$ cat src/hw/rtl/weighted_five_tap_amplitude_filter_defines.svh
// ----------------------------------------------------------------------------
// weighted_five_tap_amplitude_filter_defines.svh
// Assertion macros used by the filter top module. Define ASSERT_OFF to drop them.
// ----------------------------------------------------------------------------
`ifndef WEIGHTED_FIVE_TAP_AMPLITUDE_FILTER_DEFINES_SVH
`define WEIGHTED_FIVE_TAP_AMPLITUDE_FILTER_DEFINES_SVH

`ifndef ASSERT_OFF
// Checked property, ignored while reset is asserted.
`define WFAF_ASSERT(label, clk, rst_n, prop) \
    label: assert property (@(posedge clk) disable iff (!rst_n) prop) \
        else $error("wfaf assertion failed");
// Checked property, also evaluated during reset.
`define WFAF_ASSERT_ALWAYS(label, clk, prop) \
    label: assert property (@(posedge clk) prop) \
        else $error("wfaf assertion failed");
`else
`define WFAF_ASSERT(label, clk, rst_n, prop)
`define WFAF_ASSERT_ALWAYS(label, clk, prop)
`endif

`endif

$ cat src/hw/rtl/wfaf_pkg.sv
// ----------------------------------------------------------------------------
// wfaf_pkg
// Constants and types for the weighted five-tap amplitude filter.
// ----------------------------------------------------------------------------
`default_nettype none

package wfaf_pkg;

    localparam int SAMPLE_W     = 18;
    localparam int WEIGHT_W     = 7;
    localparam int AMP_W        = 18;
    localparam int TAP_COUNT    = 5;
    localparam int WEIGHT_SHIFT = 6;

    localparam int AMP_MAX = (2 ** AMP_W) - 1;

    // signed weight times zero-extended sample
    localparam int PROD_W = SAMPLE_W + 1 + WEIGHT_W;
    // product after the arithmetic right shift
    localparam int TERM_W = PROD_W - WEIGHT_SHIFT;
    localparam int SUM_W  = TERM_W + $clog2(TAP_COUNT);
    localparam int CMP_W  = (SUM_W > AMP_W + 1) ? SUM_W : AMP_W + 1;
    localparam int FILL_W = $clog2(TAP_COUNT + 1);

    localparam int S_TDATA_W = ((SAMPLE_W + WEIGHT_W + 7) / 8) * 8;
    localparam int M_TDATA_W = ((AMP_W + 7) / 8) * 8;

    typedef logic        [SAMPLE_W-1:0] sample_t;
    typedef logic signed [WEIGHT_W-1:0] weight_t;
    typedef logic        [AMP_W-1:0]    amp_t;
    typedef logic signed [TERM_W-1:0]   term_t;
    typedef logic        [FILL_W-1:0]   fill_t;

    // control carried alongside the window into the datapath
    typedef struct packed {
        logic valid;
        logic full;
        logic flag;
    } wfaf_ctrl_t;

    typedef struct packed {
        logic valid;
        amp_t amplitude;
        logic flag;
    } wfaf_result_t;

endpackage

`default_nettype wire

$ cat src/hw/rtl/wfaf_mac.sv
// ----------------------------------------------------------------------------
// wfaf_mac
// Weighted sum datapath: per-tap products registered, then sum, clamp and
// result register.
// ----------------------------------------------------------------------------
`default_nettype none

module wfaf_mac
    import wfaf_pkg::*;
(
    input  wire logic         aclk,
    input  wire logic         aresetn,
    input  wire logic         adv,
    input  wire wfaf_ctrl_t   ctrl_in,
    input  wire sample_t      samp_win [TAP_COUNT],
    input  wire weight_t      wt_win   [TAP_COUNT],
    output wfaf_result_t      result
);

    logic signed [PROD_W-1:0] prod [TAP_COUNT];
    term_t                    term_next [TAP_COUNT];
    term_t                    term_reg  [TAP_COUNT];
    wfaf_ctrl_t               ctrl_reg;
    logic signed [SUM_W-1:0]  sum;
    logic signed [CMP_W-1:0]  sum_ext;
    amp_t                     amp_next;
    wfaf_result_t             result_reg;

    // floor(w*s / 2^shift) is the upper part of the two's complement product
    always_comb begin
        for (int k = 0; k < TAP_COUNT; k++) begin
            prod[k]      = wt_win[k] * $signed({1'b0, samp_win[k]});
            term_next[k] = prod[k][PROD_W-1:WEIGHT_SHIFT];
        end
    end

    always_ff @(posedge aclk) begin
        if (adv) begin
            term_reg <= term_next;
        end
    end

    always_comb begin
        sum = '0;
        for (int k = 0; k < TAP_COUNT; k++) begin
            sum = sum + SUM_W'(term_reg[k]);
        end
        sum_ext = CMP_W'(sum);
        if (sum_ext < 0) begin
            amp_next = '0;
        end else if (sum_ext > $signed(CMP_W'(AMP_MAX))) begin
            amp_next = AMP_W'(AMP_MAX);
        end else begin
            amp_next = sum_ext[AMP_W-1:0];
        end
    end

    // data fields load on advance; only the valid bits take the reset
    always_ff @(posedge aclk) begin
        if (adv) begin
            ctrl_reg.full        <= ctrl_in.full;
            ctrl_reg.flag        <= ctrl_in.flag;
            result_reg.amplitude <= ctrl_reg.full ? amp_next : '0;
            result_reg.flag      <= ctrl_reg.full & ctrl_reg.flag;
        end
        if (!aresetn) begin
            ctrl_reg.valid   <= 1'b0;
            result_reg.valid <= 1'b0;
        end else if (adv) begin
            ctrl_reg.valid   <= ctrl_in.valid;
            result_reg.valid <= ctrl_reg.valid;
        end
    end

    assign result = result_reg;

endmodule

`default_nettype wire

$ cat src/hw/rtl/weighted_five_tap_amplitude_filter.sv
// ----------------------------------------------------------------------------
// weighted_five_tap_amplitude_filter
// Five-tap FIR where every sample brings its own signed weight. Output is
// the clamped sum of floor(weight*sample/64) over the last five samples.
// ----------------------------------------------------------------------------
//
//  Channel | Ports                          | Contents (low bit first)
//  --------+--------------------------------+----------------------------------
//  input   | s_tvalid s_tready s_tdata      | tdata: sample[17:0],
//          | s_tuser                        |   tap_weight[24:18]; tuser:
//          |                                |   flag_in[0], frame_start[1]
//  result  | m_tvalid m_tready m_tdata      | tdata: amplitude[17:0];
//          | m_tuser                        |   tuser: flag_out[0]
//
//  One transaction in, one transaction out, one per clock sustained while
//  m_tready stays high. The pipe is the window register, the product
//  registers (five multipliers), then sum/clamp into the result register.
//  The whole pipe advances together; it stalls only while a result sits
//  unaccepted on the master side, so s_tready is !m_tvalid || m_tready.
//  Synchronous active-low reset clears the fill count and valid bits; the
//  window contents are not reset since each frame refills them before use.
//  The first five transactions of a frame (after reset or frame_start)
//  return amplitude 0 and flag 0.
// ----------------------------------------------------------------------------
`default_nettype none

`include "weighted_five_tap_amplitude_filter_defines.svh"

module weighted_five_tap_amplitude_filter
    import wfaf_pkg::*;
(
    input  wire logic                 aclk,
    input  wire logic                 aresetn,
    // input channel
    input  wire logic                 s_tvalid,
    output logic                      s_tready,
    input  wire logic [S_TDATA_W-1:0] s_tdata,   // sample[17:0], tap_weight[24:18]
    input  wire logic [1:0]           s_tuser,   // flag_in[0], frame_start[1]
    // result channel
    output logic                      m_tvalid,
    input  wire logic                 m_tready,
    output logic [M_TDATA_W-1:0]      m_tdata,   // amplitude[17:0]
    output logic [0:0]                m_tuser    // flag_out[0]
);

    // input field unpacking
    sample_t      in_sample;
    weight_t      in_weight;
    logic         in_flag;
    logic         in_start;

    // pipe control
    logic         adv;
    logic         accept;

    // window, index 0 is the oldest entry
    sample_t      samp_win_reg [TAP_COUNT];
    weight_t      wt_win_reg   [TAP_COUNT];
    logic         flag_win_reg [TAP_COUNT];

    // fill tracking
    fill_t        fill_cnt_reg;
    fill_t        fill_cnt_next;
    fill_t        fill_eff;
    logic         win_full;

    wfaf_ctrl_t   ctrl_reg;
    wfaf_result_t result;

    assign in_sample = s_tdata[SAMPLE_W-1:0];
    assign in_weight = s_tdata[SAMPLE_W+WEIGHT_W-1:SAMPLE_W];
    assign in_flag   = s_tuser[0];
    assign in_start  = s_tuser[1];

    // every stage moves when the result register is empty or being drained
    assign adv      = !result.valid || m_tready;
    assign s_tready = adv;
    assign accept   = s_tvalid && adv;

    // frame_start restarts the fill before this transaction is counted;
    // the window is full only if five entries were already filled
    always_comb begin
        fill_eff = in_start ? '0 : fill_cnt_reg;
        win_full = (fill_eff == FILL_W'(TAP_COUNT));
        fill_cnt_next = win_full ? fill_eff : fill_eff + 1'b1;
    end

    always_ff @(posedge aclk) begin
        if (!aresetn) begin
            fill_cnt_reg <= '0;
        end else if (accept) begin
            fill_cnt_reg <= fill_cnt_next;
        end
    end

    // Plain shift line: filling in order from entry 0 and shifting once full
    // leave the same contents once five entries are in.
    always_ff @(posedge aclk) begin
        if (accept) begin
            for (int k = 0; k < TAP_COUNT - 1; k++) begin
                samp_win_reg[k] <= samp_win_reg[k+1];
                wt_win_reg[k]   <= wt_win_reg[k+1];
                flag_win_reg[k] <= flag_win_reg[k+1];
            end
            samp_win_reg[TAP_COUNT-1] <= in_sample;
            wt_win_reg[TAP_COUNT-1]   <= in_weight;
            flag_win_reg[TAP_COUNT-1] <= in_flag;
            ctrl_reg.full             <= win_full;
            // flag of the transaction before this one
            ctrl_reg.flag             <= flag_win_reg[TAP_COUNT-1];
        end
        if (!aresetn) begin
            ctrl_reg.valid <= 1'b0;
        end else if (adv) begin
            ctrl_reg.valid <= accept;
        end
    end

    wfaf_mac u_mac (
        .aclk     (aclk),
        .aresetn  (aresetn),
        .adv      (adv),
        .ctrl_in  (ctrl_reg),
        .samp_win (samp_win_reg),
        .wt_win   (wt_win_reg),
        .result   (result)
    );

    assign m_tvalid = result.valid;
    assign m_tdata  = M_TDATA_W'(result.amplitude);
    assign m_tuser  = result.flag;

    // ------------------------------------------------------------------------
    // Assertions
    // ------------------------------------------------------------------------
    `WFAF_ASSERT(a_ready_follows_out, aclk, aresetn, s_tready == (!m_tvalid || m_tready))
    `WFAF_ASSERT(a_start_refills, aclk, aresetn, accept && in_start |=> fill_cnt_reg == 1)
    `WFAF_ASSERT(a_fill_counts, aclk, aresetn, accept && !in_start && fill_cnt_reg < FILL_W'(TAP_COUNT) |=> fill_cnt_reg == FILL_W'($past(fill_cnt_reg) + 1'b1))
    `WFAF_ASSERT(a_fill_saturates, aclk, aresetn, accept && !in_start && fill_cnt_reg == FILL_W'(TAP_COUNT) |=> fill_cnt_reg == FILL_W'(TAP_COUNT))

endmodule

`default_nettype wire
$ cat config.mk
export PLATFORM = sky130hd
export DESIGN_NAME = weighted_five_tap_amplitude_filter
export DESIGN_NICKNAME = d
export VERILOG_FILES = /design/src/hw/rtl/wfaf_pkg.sv /design/src/hw/rtl/wfaf_mac.sv /design/src/hw/rtl/weighted_five_tap_amplitude_filter.sv
export VERILOG_INCLUDE_DIRS = /design/src /design/src/hw/rtl
export SDC_FILE = /design/constraint.sdc
export NUM_CORES = 2
export LEC_CHECK = 0
export ABC_AREA = 1
export BUFFER_PORTS_ARGS = -buffer_cell sky130_fd_sc_hd__buf_2
export CAP_MARGIN = 20
export CORE_MARGIN = 2
export CORE_UTILIZATION = 45
export DETAILED_ROUTE_END_ITERATION = 10
export GPL_ROUTABILITY_DRIVEN = 0
export PLACE_DENSITY_LB_ADDON = 0.12
export SETUP_SLACK_MARGIN = 0.5
export SKIP_CTS_REPAIR_TIMING = 1
export SYNTH_ARGS = -nofsm -noshare
export SYNTH_HDL_FRONTEND = slang
export SYNTH_SLANG_ARGS = --single-unit
$ cat constraint.sdc
create_clock -name aclk -period 13.6 [get_ports aclk]
set_input_delay 1.36 -clock aclk [delete_from_list [all_inputs] [get_ports aclk]]
set_output_delay 1.36 -clock aclk [all_outputs]
set_load 0.02 [all_outputs]
# Word level (Yosys, flattened, before mapping)
# Memory sizes are Yosys's and may differ from the RTL's.
# Cells that the tools add are included.
# classes
n_lt_le_gt_ge	2
mul	5
addsub	5
reduce_logical	4
eq_ne	1
shifts	0
bitwise_logic	2
div_mod_pow	0
mux	5
# ops
cell	count
7-bit by 19-bit multiplier with 26-bit output	5
23-bit by 20-bit adder with 23-bit output	2
23-bit by 19-bit > comparator with 1-bit output, second input constant	1
23-bit by 1-bit < comparator with 1-bit output, second input constant	1
21-bit by 20-bit adder with 22-bit output	1
20-bit by 20-bit adder with 21-bit output	1
18-bit 2-to-1 mux	1
3-bit 2-to-1 mux	2
3-bit by 1-bit adder with 3-bit output, second input constant	1
3-bit == test, second input constant	1
1-bit 2-to-1 mux	2
2-bit OR reduction	1
1-bit bitwise AND	1
1-bit logical AND	1
1-bit logical NOT	1
1-bit logical OR	1
1-bit inverter	1
# word_totals
memories	1
ram_bits	5
inputBits	38
latchBits	0
reg_bits	254
rom_bits	0
# memory_table
memory	depth	width	read_ports	rd_ports_with_merged_regs	wr	line_no	rtl
flag_win_reg	5	1	4	0	5	weighted_five_tap_amplitude_filter.sv:59	logic flag_win_reg [TAP_COUNT];

# Logic depth before layout (Yosys ltp)
# depth
ltp_word	6
ltp_mapped	31

# Hierarchy
# From an unflattened synthesis, not the netlist that was laid out.
# hier_totals
hier_cells	3806
hier_area_um2	32811.5
# by_module_without_submodules
module	area_each_um2	cells_each	n_inst	seq_area_each_um2
wfaf_mac	28658.7	3634	1	3673.5
weighted_five_tap_amplitude_filter	4152.7	172	1	3923.8

# Worst setup path after synthesis
# OpenSTA, ideal clock, no wires.
# synth_path
path_type	input to register
start	input m_tready
end	register ctrl_reg[1] (netlist bit), enable pin
setup_slack_ps	6167
cell_stages	4
required_time_ps	13120
path_buffers	0
t_arrival_ps	6952
setup_ps	480
cell_sequence	nor2_1 > inv_1 > nand2_1 > inv_1
# synth_via
elab_chain_len	2
# synth_rtl
item	line_no	rtl
from (decl)	weighted_five_tap_amplitude_filter.sv:41	input wire logic m_tready,
1-bit logical OR	weighted_five_tap_amplitude_filter.sv:76	assign adv = !result.valid || m_tready;
net s_tready	weighted_five_tap_amplitude_filter.sv:36	output logic s_tready,
1-bit logical AND	weighted_five_tap_amplitude_filter.sv:78	assign accept = s_tvalid && adv;
net accept	weighted_five_tap_amplitude_filter.sv:54	logic accept;
to (decl)	weighted_five_tap_amplitude_filter.sv:67	wfaf_ctrl_t ctrl_reg;
# The timed path passes the listed nets, and every way through them passes these cells.
# A chain may end at the register's enable or synchronous reset.

# Final worst setup path
# layout_path
start	register u_mac.term_reg[41] (netlist bit)
end	register u_mac.result_reg, in the netlist u_mac.result[1], data pin
# layout_via
elab_chain_len	5
word_cells_on_any_way	7
classes_between	add/sub: 3; order compare: 2; mux: 1; reduce/logical: 1
# layout_rtl
item	line_no	rtl
from (decl)	wfaf_mac.sv:22	term_t term_reg [TAP_COUNT];
from (signal assigned)	wfaf_mac.sv:39	term_reg <= term_next;
21-bit by 20-bit adder with 22-bit output *	wfaf_mac.sv:46	sum = sum + SUM_W'(term_reg[k]);
23-bit by 20-bit adder with 23-bit output * (2 in a row)	wfaf_mac.sv:46	
23-bit by 19-bit > comparator with 1-bit output or 23-bit by 1-bit < comparator with 1-bit output (tied branches)	wfaf_mac.sv:51, wfaf_mac.sv:49	
18-bit 2-to-1 mux or 2-bit OR reduction (tied branches)	n/a	
to (decl)	wfaf_mac.sv:27	wfaf_result_t result_reg;
# Mark *: on every way between the ends. The rest lies on a longest branch, timed or not.

==> flow_summary.ini <==
[drt]
wire_per_inst_um = 16.8
ant_nets = 0
first_pass_iters = 7
via_per_inst = 4.91
drt_wl_total_um = 80500
drc = 0
drt_iter0_markers = 1249
via_count = 23500

[setup_path]
reg2reg_from = u_mac.term_reg[41]
cp.required_ps = 13900
reg2reg_slack_ps = 7920
r2r-end = u_mac.result[1]
critPathArrivalTime_ps = 5990
ff2ff_path_depth = 27
start_kind = register
cp_max_fo = 16
cp-end-kind = register
crit_type = reg2reg

[clock_tree]
cts_sinks = 255
clockBufferDepth = 3
cts_root_buffer = clkbuf_16
clk_pin_slew_ps = 60
tritoncts = yes
htreeDepth = 2
clock_latency_ps = 550
cts_buffers = 35

[final_layout]
n_antenna_cell = 0
largest_reg_flops = 100
nNetsFinal = 4631
drive_gt1_share_pct = 5.64
area_growth_pct = 7.12

[global_routing]
grt_overflow = 0
grt_max_degree = 71
antenna_found_initial = 0
grt_use_total_pct = 22.5
grt_first_pass_wirelength_um = 132000
grt_pass1_vias = 24300

[logic_synthesis]
ys_seq_area_share_pct = 23.2
syn_avg_cell_area_um2 = 8.63
synth_cell_types = 45
netlist_area_mm2 = 0.0327
synth_ff_type = edfxtp_1
async_reset_ff_share_pct = 0
synth_edf_count = 249
synth.top_cell.area_share_pct = 26.8
synth_seq_cells = 255
ys.warnings.count = 0
yosys-top-cells-area = fa_1 (27%), edfxtp_1 (23%), ha_1 (13%), inv_1 (11%), nand2_1 (9.9%)
syn_inst = 3795
synth_area_leader_cell = fa_1

[run_status]
status = completed

[hold_path]
whs_endpoint = u_mac.ctrl_reg[0]
hp-class = reg2reg
hp-start = flag_win_reg[0][3]
whs_path_depth = 0

[sta]
tns_ps = 0
grt_setup_unrepaired = false
min_period_ps = 5680
fin_crit_sh_pct = 41.8
slew_headroom_pct = 37.3
report.final.slew_viol_count = 0
hold_viol = 0
worst_pin_slew_ps = 940
fmax_ghz = 0.176
finalSetupViolCount = 0
skew_ps = 28.1

[run]
maxCapViolCount = 0

[floorplanning]
ios = 65
coreArea_mm2 = 0.0717
die_x_um = 274
rows = 98
dieArea_mm2 = 0.0749
die_h_um = 274
start_util_pct = 45.6

[place]
port_buffers = 51
hpwl_um = 65000
==> critical path, cell delays in order (launching register included) <==
cell and delay (ps):
edfxtp_1 370, inv_1 80, fa_1 480, inv_1 80, ha_1 220, inv_1 100, fa_1 460, inv_1 70
nand3_1 60, nand2_1 110, a21oi_1 120, o21ai_0 390, nand3_1 150, nand2_1 170, a21oi_1 80, o21ai_0 360
fa_1 530, ha_1 330, a21oi_1 190, o31ai_1 100, a21oi_1 240, nand3_1 100, nand2_1 90, nand2_2 70
nand2_2 250, inv_1 120, o21ai_0 100, inv_1 50
==> cell usage in the layout, fill, tap and decap left out, types with 8 or more instances in the layout <==
master / instances
nor4_1: 8
nand2_2: 9
a21oi_1: 191
ha_1: 333
buf_2: 51
nand2_1: 867
fa_1: 439
o21ai_0: 89
nor2_1: 140
inv_1: 986
nand3_1: 67
nand4_1: 24
a21o_1: 15
o21ai_1: 8
or2_2: 79
nor3_1: 21
xor2_1: 86
o21bai_1: 12
xnor2_1: 42
clkbuf_16: 36
edfxtp_1: 249
==> worst max-delay path by stage <==
stage / from / to / slack, ps / cells after the start
2_1_floorplan: m_tready / ctrl_reg[1] / 6170 / 4
3_3_place_gp: u_mac.term_reg[41] / u_mac.result[10] / 7950 / 29
3_5_place_dp: u_mac.term_reg[41] / u_mac.result[13] / 7940 / 29
4_1_cts: u_mac.term_reg[41] / u_mac.result[1] / 7900 / 26
5_1_grt: u_mac.term_reg[41] / u_mac.result[2] / 7380 / 27
6_report: u_mac.term_reg[41] / u_mac.result[1] / 7920 / 27
==> stage by stage <==
| stage | hold WS (ps) | setup WS, ps | area, µm² | cells | util (%) |
|---|---|---|---|---|---|
| final | 417 | 7920 | 35100 | 4798 | 48.9 |
| after global routing | 423 | 7380 | 35100 | 4798 | 48.9 |
| after CTS | 420 | 7900 | 35100 | 4798 | 48.9 |
| after detailed placement | 406 | 7940 | 33900 | 4734 | 47.3 |
| after global placement | 401 | 7950 | 33900 | 4734 | 47.3 |
| after floorplan | 400 | 6170 | 32800 | 3800 | - |
==> layout make-up <==
class                   instances  area (µm²)
multi-input cells            2484       21100
flip-flops and latches        255        7600
inverters                     988        3720
fillers                      7012       36700
clock buffers                  43         937
well taps                     950        1190
repair buffers                 57         300
clock inverters                21         204
==> cells in the mapped netlist (all sizes together) (2+ instances only) <==
cell type	number
a211oi	7
a21o	15
a21oi	192
a221oi	3
a31oi	4
buf	18
clkbuf	55
dfxtp	6
edfxtp	249
fa	439
ha	333
inv	988
nand2	876
nand3	67
nand3b	3
nand4	25
nor2	140
nor3	25
nor4	9
o21a	7
o21ai	101
o21bai	12
o221a	2
o221ai	3
o31ai	2
or2	79
xnor2	42
xor2	86
==> logic make-up after synthesis <==
logic type      share of synthesized area, %
compound gates                          5.96
buf+inv                                 12.3
fa+ha+maj                               39.6
xor+xnor                                3.42
simple gates                            15.5
other cells                           0.0115
flops                                   23.2
==> metal layers <==
layer	GRT usage, %	up-vias	part of all wire (%)
met4	6.15	0	2.6
met3	2.15	97	3.6
met5	0	-	0
met2	36.6	416	46
met1	32.3	11400	48
li1	-	11600	-
Power is left out: the tool's default activity adds up to more than one toggle a clock period on the data nets, which glitch-free logic cannot reach.
